**config.mk**
```make
export PLATFORM = sky130hd
export DESIGN_NAME = dmx512_slot_capture
export DESIGN_NICKNAME = d
export VERILOG_FILES = /design/src/hdl/dmx_pkg.sv /design/src/hdl/dmx_csr.sv /design/src/hdl/dmx_capture.sv /design/src/hdl/dmx512_slot_capture.sv
export SDC_FILE = /design/constraint.sdc
export NUM_CORES = 1
export LEC_CHECK = 0
export BUFFER_PORTS_ARGS = -buffer_cell sky130_fd_sc_hd__buf_2
export CORE_MARGIN = 2
export CORE_UTILIZATION = 28
export CTS_CLUSTER_DIAMETER = 120
export DETAILED_ROUTE_END_ITERATION = 16
export GPL_TIMING_DRIVEN = 0
export PLACE_DENSITY_LB_ADDON = 0.2
export SLEW_MARGIN = 5
export SYNTH_ARGS = -nofsm -noshare
export SYNTH_HDL_FRONTEND = slang
export SYNTH_SLANG_ARGS = --single-unit
```
**constraint.sdc**
```tcl
create_clock -name clock -period 3.5 [get_ports clock]
set_input_delay 0 -clock clock [delete_from_list [all_inputs] [get_ports clock]]
set_output_delay 0 -clock clock [all_outputs]
set_load 0.01 [all_outputs]
```
**src/hdl/dmx_pkg.sv**
```systemverilog
// Shared types and constants for the DMX512 slot capture block.
package dmx_pkg;

   localparam int MAX_SLOTS       = 512;
   localparam int ADDR_WIDTH      = 10;
   localparam int COUNT_WIDTH     = 8;
   localparam int CSR_INDEX_WIDTH = 4;
   localparam int CSR_DATA_WIDTH  = 10;

   localparam logic [CSR_INDEX_WIDTH-1:0] CSR_START_ADDRESS = 4'd0;
   localparam logic [CSR_INDEX_WIDTH-1:0] CSR_CHANNEL_COUNT = 4'd1;

   localparam logic [ADDR_WIDTH-1:0]  START_ADDRESS_RESET = 10'd1;
   localparam logic [COUNT_WIDTH-1:0] CHANNEL_COUNT_RESET = 8'd8;
   localparam logic [ADDR_WIDTH-1:0]  MAX_SLOT_ADDR       = ADDR_WIDTH'(MAX_SLOTS);

   typedef enum logic [3:0] {
      MODE_IDLE   = 4'b0001,
      MODE_BREAK  = 4'b0010,
      MODE_START  = 4'b0100,
      MODE_RECORD = 4'b1000
   } mode_type;

   typedef struct packed {
      logic [7:0] rx_byte;
      logic       framing_error;
   } req_type;

   typedef struct packed {
      logic [7:0] slot_index;
      logic [7:0] slot_value;
      logic       frame_done;
   } rsp_type;

   // effective (clamped) configuration handed to the capture logic
   typedef struct packed {
      logic [ADDR_WIDTH-1:0]  start_address;
      logic [COUNT_WIDTH-1:0] channel_count;
   } cfg_type;

endpackage

```
**src/hdl/dmx_csr.sv**
```systemverilog
// Configuration registers with clamping of start address and channel count.
module dmx_csr (
   input  logic                                 clock,
   input  logic                                 reset,
   input  logic                                 csr_valid,
   output logic                                 csr_ready,
   input  logic [dmx_pkg::CSR_INDEX_WIDTH-1:0]  csr_index,
   input  logic [dmx_pkg::CSR_DATA_WIDTH-1:0]   csr_data,
   output dmx_pkg::cfg_type                     cfg
);

   logic [dmx_pkg::ADDR_WIDTH-1:0]  start_address_ff;
   logic [dmx_pkg::COUNT_WIDTH-1:0] channel_count_ff;

   assign csr_ready = 1'b1;

   always_ff @(posedge clock) begin
      if (reset) begin
         start_address_ff <= dmx_pkg::START_ADDRESS_RESET;
         channel_count_ff <= dmx_pkg::CHANNEL_COUNT_RESET;
      end else if (csr_valid && csr_ready) begin
         if (csr_index == dmx_pkg::CSR_START_ADDRESS) begin
            start_address_ff <= csr_data;
         end else if (csr_index == dmx_pkg::CSR_CHANNEL_COUNT) begin
            channel_count_ff <= csr_data[dmx_pkg::COUNT_WIDTH-1:0];
         end
      end
   end

   always_comb begin
      priority if (start_address_ff == '0) begin
         cfg.start_address = dmx_pkg::ADDR_WIDTH'(1);
      end else if (start_address_ff > dmx_pkg::MAX_SLOT_ADDR) begin
         cfg.start_address = dmx_pkg::MAX_SLOT_ADDR;
      end else begin
         cfg.start_address = start_address_ff;
      end
      cfg.channel_count = (channel_count_ff == '0) ? dmx_pkg::COUNT_WIDTH'(1)
                                                  : channel_count_ff;
   end

endmodule

```
**src/hdl/dmx_capture.sv**
```systemverilog
// Frame state machine, slot countdown and registered result stage.
module dmx_capture (
   input  logic             clock,
   input  logic             reset,
   input  dmx_pkg::cfg_type cfg,
   input  logic             req_valid,
   output logic             req_stall,
   input  dmx_pkg::req_type req_data,
   output logic             rsp_valid,
   input  logic             rsp_stall,
   output dmx_pkg::rsp_type rsp_data
);

   dmx_pkg::mode_type               mode_ff, mode_in;
   logic [dmx_pkg::ADDR_WIDTH-1:0]  countdown_ff, countdown_in;
   logic [dmx_pkg::ADDR_WIDTH-1:0]  countdown_dec;
   logic [7:0]                      write_index_ff, write_index_in;
   logic [8:0]                      write_index_next;
   logic                            rsp_valid_ff, rsp_valid_in;
   dmx_pkg::rsp_type                rsp_ff, rsp_in;
   logic                            accept;
   logic                            hit;

   assign req_stall = rsp_valid_ff && rsp_stall;
   assign accept    = req_valid && !req_stall;
   assign rsp_valid = rsp_valid_ff;
   assign rsp_data  = rsp_ff;

   assign countdown_dec    = countdown_ff - dmx_pkg::ADDR_WIDTH'(1);
   assign write_index_next = {1'b0, write_index_ff} + 9'd1;

   always_comb begin
      mode_in        = mode_ff;
      countdown_in   = countdown_ff;
      write_index_in = write_index_ff;
      hit            = 1'b0;
      rsp_in.slot_index = write_index_ff;
      rsp_in.slot_value = req_data.rx_byte;
      rsp_in.frame_done = 1'b0;
      if (accept) begin
         if (req_data.framing_error) begin
            countdown_in = cfg.start_address;
            mode_in      = dmx_pkg::MODE_BREAK;
         end else begin
            unique case (mode_ff)
               dmx_pkg::MODE_IDLE: begin
                  mode_in = dmx_pkg::MODE_IDLE;
               end
               dmx_pkg::MODE_BREAK: begin
                  if (req_data.rx_byte == 8'd0) begin
                     mode_in        = dmx_pkg::MODE_START;
                     write_index_in = 8'd1;
                  end else begin
                     mode_in = dmx_pkg::MODE_IDLE;
                  end
               end
               dmx_pkg::MODE_START: begin
                  countdown_in = countdown_dec;
                  if (countdown_dec == '0) begin
                     hit               = 1'b1;
                     rsp_in.slot_index = 8'd0;
                     if (cfg.channel_count <= dmx_pkg::COUNT_WIDTH'(1)) begin
                        mode_in           = dmx_pkg::MODE_IDLE;
                        rsp_in.frame_done = 1'b1;
                     end else begin
                        mode_in        = dmx_pkg::MODE_RECORD;
                        write_index_in = 8'd1;
                     end
                  end
               end
               dmx_pkg::MODE_RECORD: begin
                  hit            = 1'b1;
                  write_index_in = write_index_next[7:0];
                  if (write_index_next >= {1'b0, cfg.channel_count}) begin
                     mode_in           = dmx_pkg::MODE_IDLE;
                     rsp_in.frame_done = 1'b1;
                  end
               end
               default: begin
                  mode_in = dmx_pkg::MODE_IDLE;
               end
            endcase
         end
      end
      rsp_valid_in = hit || (rsp_valid_ff && rsp_stall);
   end

   always_ff @(posedge clock) begin
      if (reset) begin
         mode_ff        <= dmx_pkg::MODE_IDLE;
         countdown_ff   <= '0;
         write_index_ff <= '0;
         rsp_valid_ff   <= 1'b0;
      end else begin
         mode_ff        <= mode_in;
         countdown_ff   <= countdown_in;
         write_index_ff <= write_index_in;
         rsp_valid_ff   <= rsp_valid_in;
      end
   end

   always_ff @(posedge clock) begin
      if (hit) begin
         rsp_ff <= rsp_in;
      end
   end

endmodule

```
**src/hdl/dmx512_slot_capture.sv**
```systemverilog
// DMX512 slot capture top level: configuration registers and capture stage.
// A captured slot is registered and appears on rsp in the cycle after its request is taken.
// Throughput: one request per cycle; requests stall only while a result waits.
// Bytes that capture no slot (idle, break, start code, countdown) give no result.
// Reset (synchronous, active high): idle mode, countdown and index cleared,
// start_address = 1, channel_count = 8, result stage empty.
module dmx512_slot_capture (
   input  logic                                 clock,
   input  logic                                 reset,
   input  logic                                 req_valid,
   output logic                                 req_stall,
   input  dmx_pkg::req_type                     req_data,
   output logic                                 rsp_valid,
   input  logic                                 rsp_stall,
   output dmx_pkg::rsp_type                     rsp_data,
   input  logic                                 csr_valid,
   output logic                                 csr_ready,
   input  logic [dmx_pkg::CSR_INDEX_WIDTH-1:0]  csr_index,
   input  logic [dmx_pkg::CSR_DATA_WIDTH-1:0]   csr_data
);

   dmx_pkg::cfg_type cfg;

   dmx_csr u_csr (
      .clock     (clock),
      .reset     (reset),
      .csr_valid (csr_valid),
      .csr_ready (csr_ready),
      .csr_index (csr_index),
      .csr_data  (csr_data),
      .cfg       (cfg)
   );

   dmx_capture u_capture (
      .clock     (clock),
      .reset     (reset),
      .cfg       (cfg),
      .req_valid (req_valid),
      .req_stall (req_stall),
      .req_data  (req_data),
      .rsp_valid (rsp_valid),
      .rsp_stall (rsp_stall),
      .rsp_data  (rsp_data)
   );

endmodule

```
# --- Word-level counts from Yosys, hierarchy flattened ---
# Index checks and enable logic that the tools add are counted.
# Widths: inputs -> output; s select.
word_totals:
  register_bits: 58
  input_bits: 28
  output_inout_bits: 20
  elab_cells: 70
op_classes:
  addsub: 2
  magnitude_cmp: 3
  eq_ne: 9
  muxes: 27
  bitwise_logic: 3
  n_reduce_logical: 17
ops:
  columns: ["operator", "n"]
  rows:
  - ["$mux 8", 8]
  - ["$mux 10", 4]
  - ["$pmux 8 s3", 1]
  - ["$logic_not 10->1", 2]
  - ["$logic_not 8->1", 2]
  - ["$mux 4", 4]
  - ["$pmux 4 s3", 1]
  - ["$gt 10x10->1 const B", 1]
  - ["$sub 10x1->10 const B", 1]
  - ["$add 8x1->9 const B", 1]
  - ["$ge 9x8->1", 1]
  - ["$le 8x1->1 const B", 1]
  - ["$mux 1", 6]
  - ["$ne 3x2->1 const B", 2]
  - ["$reduce_and 3->1", 2]
  - ["$reduce_and 6->1", 1]
  - ["$eq 4x1->1 const B", 1]
  - ["$eq 4x2->1 const B", 1]
  - ["$eq 4x3->1 const B", 1]
  - ["$eq 4x4->1 const B", 1]
  - ["$logic_not 4->1", 1]
  - ["$ne 2x1->1 const B", 2]
  - ["$pmux 1 s2", 2]
  - ["$reduce_and 2->1", 2]
  - ["other kinds (9)", 12]

# --- Logic depth before layout (Yosys ltp) ---
logic_depth:
  ltp_word: 7
  mapped_depth: 11
  mapped_depth_nobuf: 11

# --- Hierarchy ---
# A second synthesis with hierarchy kept.
unflattened:
  hier_cells: 364
  hier_area_um2: 3308.2
by_module_without_submodules:
  columns: ["mod", "instances", "cells_per_inst", "area_each_um2", "seq_area_each_um2"]
  rows:
  - ["dmx_capture", 1, 262, 2371.0, 970.9]
  - ["dmx_csr", 1, 102, 937.1, 360.3]

# --- Worst setup path after synthesis ---
# Ideal clock, no wire load.
synth_timing:
  path_kind: "reg-to-reg"
  from: "reg u_capture.countdown_ff[0] (netlist name)"
  to: "reg u_capture.rsp_ff, in the netlist u_capture.rsp_data[0], enable pin"
  setup_ps: 374
  arrival_ps: 2356
  required_ps: 3126
  path_slack_ps: 771
  path_stages_with_launch: 11
  n_path_buf: 2
  synth_period_minus_slack_ps: 2729
  path_cell_list: "dfxtp_1 buf_6 inv_1 ha_1 clkbuf_1 xor2_1 nor4_4 o2111ai_4 nor3_4 nand3_2 nand2_1"
synth_between:
  elab_chain_len: 6
synth_lines:
  columns: ["item", "line", "text"]
  rows:
  - ["from (decl)", "dmx_capture.sv:15", "logic [dmx_pkg::ADDR_WIDTH-1:0] countdown_ff, countdown_in;"]
  - ["from (signal assigned)", "dmx_capture.sv:96", "countdown_ff <= countdown_in;"]
  - ["$sub 10x1->10", "dmx_capture.sv:29", "assign countdown_dec = countdown_ff - dmx_pkg::ADDR_WIDTH'(1);"]
  - ["$logic_not 10->1", "dmx_capture.sv:59", "if (countdown_dec == '0) begin"]
  - ["$mux 1", "dmx_capture.sv:59", null]
  - ["$pmux 1 s2", "dmx_capture.sv:45", "unique case (mode_ff)"]
  - ["$mux 1", "dmx_capture.sv:41", "if (req_data.framing_error) begin"]
  - ["$mux 1", "dmx_capture.sv:40", "if (accept) begin"]
  - ["named net u_capture.hit", "dmx_capture.sv:22", "logic hit;"]
  - ["to (signal assigned)", "dmx_capture.sv:104", "rsp_ff <= rsp_in;"]
  - ["to (decl)", "dmx_capture.sv:20", "dmx_pkg::rsp_type rsp_ff, rsp_in;"]
# The timed path passes the listed nets, and every way through them passes these cells.
# A chain may end at the register's enable or synchronous reset.

# --- Worst setup path in the final report ---
layout_timing:
  from: "reg u_capture.countdown_ff[1] (netlist name)"
  to: "reg u_capture.rsp_ff, in the netlist u_capture.rsp_data[9], enable pin"
# Same word-level chain as after synthesis.

==> results.py <==
metrics = {
    "global_route": {
        "antenna_found_initial": 0,
        "grt_usage": 0.1308,
        "grt_overflow_total": 0,
        "grt_start_max_net_pins": 18,
        "grt_pass1_vias": 2361,
        "grt_pass1_wl_um": 11750,
    },
    "placement": {
        "dp_cells": 498,
        "hpwl_um": 5414,
        "place_ws_ps": 237.2,
        "portBuffers": 45,
        "gp_congestion": 0.8073,
    },
    "die": {
        "die_w_um": 109.0,
        "initial_utilization": 0.2862,
        "die_area_um2": 11890,
        "fp-row-count": 38,
        "die_h_um": 109.0,
        "ioPinCount": 48,
        "core-area_um2": 10790,
    },
    "power": {
        "power.share.clock": 0.411,
        "p_int_mw": 1.152,
        "ir_drop_mv": 0.2211,
        "sequentialPowerShare": 0.466,
        "p_per_area_nw_per_um2": 396.4,
        "power_mw": 1.538,
        "p_leak_nw": 1.524,
        "p_sw_frac": 0.2513,
        "switchingPower_uw": 386.6,
        "pwr-share-comb": 0.124,
    },
    "setup_path": {
        "crit_buf_inv": 2,
        "critPathMaxStageDelay_ps": 440,
        "cp.arrival_ps": 3040,
        "start_kind": "flop",
        "startpoint": "u_capture.countdown_ff[1]",
        "end_kind": "flop",
        "worstRegToRegCells": 9,
        "rr_startpoint": "u_capture.countdown_ff[1]",
        "cp.required_ps": 3490,
        "rrSetupSlack_ps": 460,
        "cp_slowest_cell": "dfxtp_1",
        "criticalPathCategory": "flop to flop",
        "crit_family": "simple AND/OR/NAND/NOR gates",
        "worst-path-max-fanout": 17,
        "reg2reg_to": "u_capture.rsp_data[9]",
        "worstPathCellList": "inv_1 -> ha_1 -> clkbuf_1 -> xor2_1 -> nor4_4 -> o2111ai_4 -> nor3_4 -> nand3_2 -> nand2_2",
    },
    "synth": {
        "syn_inst": 313,
        "syn_nets": 352,
        "ys_seq_area_frac": 0.4309,
        "async_reset_ff_frac": 0,
        "ys_ff_latch": 58,
        "synthesis.area_um2": 3089,
        "synth_warnings": 0,
        "synth_flop_cell": "dfxtp_1",
        "synth_edf_count": 17,
        "synth_area_per_cell_um2": 9.870,
        "ys_types": 63,
    },
    "worst_hold_path": {
        "hold_path_startpoint": "req_valid",
        "hold_path.class": "input pin to flop",
        "worstHoldEndpoint": "u_capture.mode_ff[1]",
        "worstHoldPathCells": 4,
    },
    "timing": {
        "skew_ps": 12.97,
        "relSlewSlack": 0.4663,
        "grt_setup_unrepaired": "false",
        "finalHoldViolations": 0,
        "fmax_mhz": 328.7,
        "period_share": 0.8692,
        "drv_slew": 0,
        "worst_pin_slew_ps": 789.5,
        "layout_setup_ws_ps": 457.9,
        "min_period_ps": 3042,
        "finalSetupViolations": 0,
        "tns_ps": 0,
    },
    "cells_and_area": {
        "final-instance-count-excl-fill": 533,
        "finalNetCount": 427,
        "antenna_cells": 0,
        "fillerInstances": 1101,
        "drive_gt1_frac": 0.2010,
        "syn_to_final_growth_pct": 25.64,
    },
    "drt": {
        "vias_per_cell": 4.805,
        "wirelength_um": 7337,
        "vias": 2561,
        "drc": 0,
        "dr.pass1.iters": 4,
        "wl_per_cell_um": 13.77,
        "drt_iter0_markers": 133,
        "ant_nets": 0,
    },
    "clock_tree": {
        "cts_sinks": 58,
        "post_cts_buffers": 0,
        "numCtsBuffers": 9,
        "clock_latency_ps": 340,
        "root_buffer": "clkbuf_8",
        "path_clk_slew_ps": 60,
        "htree_levels": 3,
        "clock_path_buffers": 2,
        "cts_tree": "built",
    },
    "status": {
        "status": "finished clean",
    },
    "flow_run": {
        "cap_violations": 0,
    },
}
-- cells by family (layout without fill, tap and decap cells) --
| family | after synthesis | after routing | synth area share |
|---|---|---|---|
| and+or+nand+nor | 116 | 116 | 0.2187 |
| other | 1 | 1 | 0.001214 |
| AOI/OAI and AO/OA | 69 | 69 | 0.1717 |
| muxes | 18 | 18 | 0.05832 |
| adders and majority gates | 11 | 11 | 0.04455 |
| DFF | 58 | 58 | 0.4309 |
| buffers and inverters | 30 | 110 | 0.04374 |
| xor gates and xnor gates | 10 | 10 | 0.03078 |
-- worst register-to-register path: cells and delay by family, from the launching register on --
kind / cells / cell delay [ps]
xor gates and xnor gates: 1 / 230
and+or+nand+nor: 4 / 1280
adders and majority gates: 1 / 190
AOI/OAI and AO/OA: 1 / 210
buffers and inverters: 2 / 350
DFF: 1 / 440
-- power groups by stage --
stage | logic (mW) | clock network (mW) | registers (mW)
floorplan | 0.130 | 0 | 0.727
global placement | 0.174 | 0 | 0.731
detailed placement | 0.175 | 0 | 0.731
CTS | 0.192 | 0.645 | 0.716
global route | 0.211 | 0.675 | 0.719
finish | 0.190 | 0.632 | 0.716
-- cell type report --
| type | count | area, um^2 | share of cell area |
|---|---|---|---|
| multi-input combinational | 225 | 1625 | 0.4188 |
| sequential | 58 | 1331 | 0.3430 |
| timing repair buffer | 64 | 415.4 | 0.1070 |
| tap | 140 | 175.2 | 0.04513 |
| clock buffer | 13 | 158.9 | 0.04094 |
| buffer | 12 | 67.56 | 0.01741 |
| inverter | 18 | 67.56 | 0.01741 |
| clock inverter | 3 | 40.04 | 0.01032 |
-- synthesized netlist by cell type, types with 3 or more instances --
library cell	instances	area (um^2)
xor2_1	5	43.79
edfxtp_1	17	510.5
clkbuf_1	7	26.28
a221oi_1	4	35.03
nor4_1	6	37.54
o22ai_1	3	18.77
nand3_1	8	40.04
nand2b_1	4	25.02
a31oi_1	4	25.02
o21ai_1	5	25.02
nand3b_1	4	30.03
or4b_1	4	40.04
dfxtp_1	41	820.8
and2_1	7	43.79
a22o_1	6	52.55
mux2i_1	18	180.2
a211oi_1	3	22.52
nand4_1	3	18.77
a21oi_1	12	60.06
nor3_1	8	40.04
nor4b_1	3	26.28
nor2_1	36	135.1
ha_1	11	137.6
xnor2_1	4	35.03
nand2_1	21	78.83
o21ai_0	6	30.03
inv_1	18	67.56
-- cells in the final DEF, fill, tap and decap left out, types with 5 or more instances in the layout --
cell	instances
a21oi_1	12
a22o_1	6
and2_1	7
buf_2	45
clkbuf_1	9
clkbuf_8	11
dfxtp_1	41
dlygate4sd3_1	19
edfxtp_1	17
ha_1	11
inv_1	18
mux2i_1	18
nand2_1	20
nand3_1	8
nor2_1	36
nor3_1	8
nor4_1	6
o21ai_0	6
o21ai_1	5
xor2_1	5
-- registers in the layout (all words and copies together), names as in the netlist --
name / cells
u_csr.channel_count_ff: 8
u_capture.mode_ff: 4
u_capture.rsp_data: 17
u_capture.rsp_valid: 1
u_csr.start_address_ff: 10
u_capture.write_index_ff: 8
u_capture.countdown_ff: 10
-- worst max path at each step --
stage                                   endpoint  depth (start not counted)
after floorplan            u_capture.rsp_data[0]                         10
after global placement     u_capture.rsp_data[5]                          9
after detailed placement   u_capture.rsp_data[5]                          9
after CTS                 u_capture.rsp_data[12]                          9
after global routing      u_capture.rsp_data[12]                          9
final                      u_capture.rsp_data[9]                          9
-- through the flow --
| stage | area (um^2) | util | hold slack [ps] |
|---|---|---|---|
| 4_1_cts | 3879 | 0.3594 | 49.87 |
| 3_5_place_dp | 3490 | 0.3233 | 191.2 |
| 2_1_floorplan | 3089 | - | 98.87 |
| 5_1_grt | 3881 | 0.3596 | 107.2 |
| 6_report | 3881 | 0.3596 | 63.54 |
| 3_3_place_gp | 3490 | 0.3233 | 193.6 |
-- routing by layer --
layer,vias to the layer above,track usage,share of wire
met3,9,0.03407,0.052
met4,0,0.04670,0.015
met1,1172,0.1696,0.49
li1,1305,-,-
met5,-,0,0
met2,75,0.2094,0.44
-- timing repair --
action	in CTS	in global routing
hold endpoints to repair	27	0
gates resized for setup	0	1
endpoints found under the setup margin	0	17
hold buffers	19	0
Power figures use the tool's default switching activity.
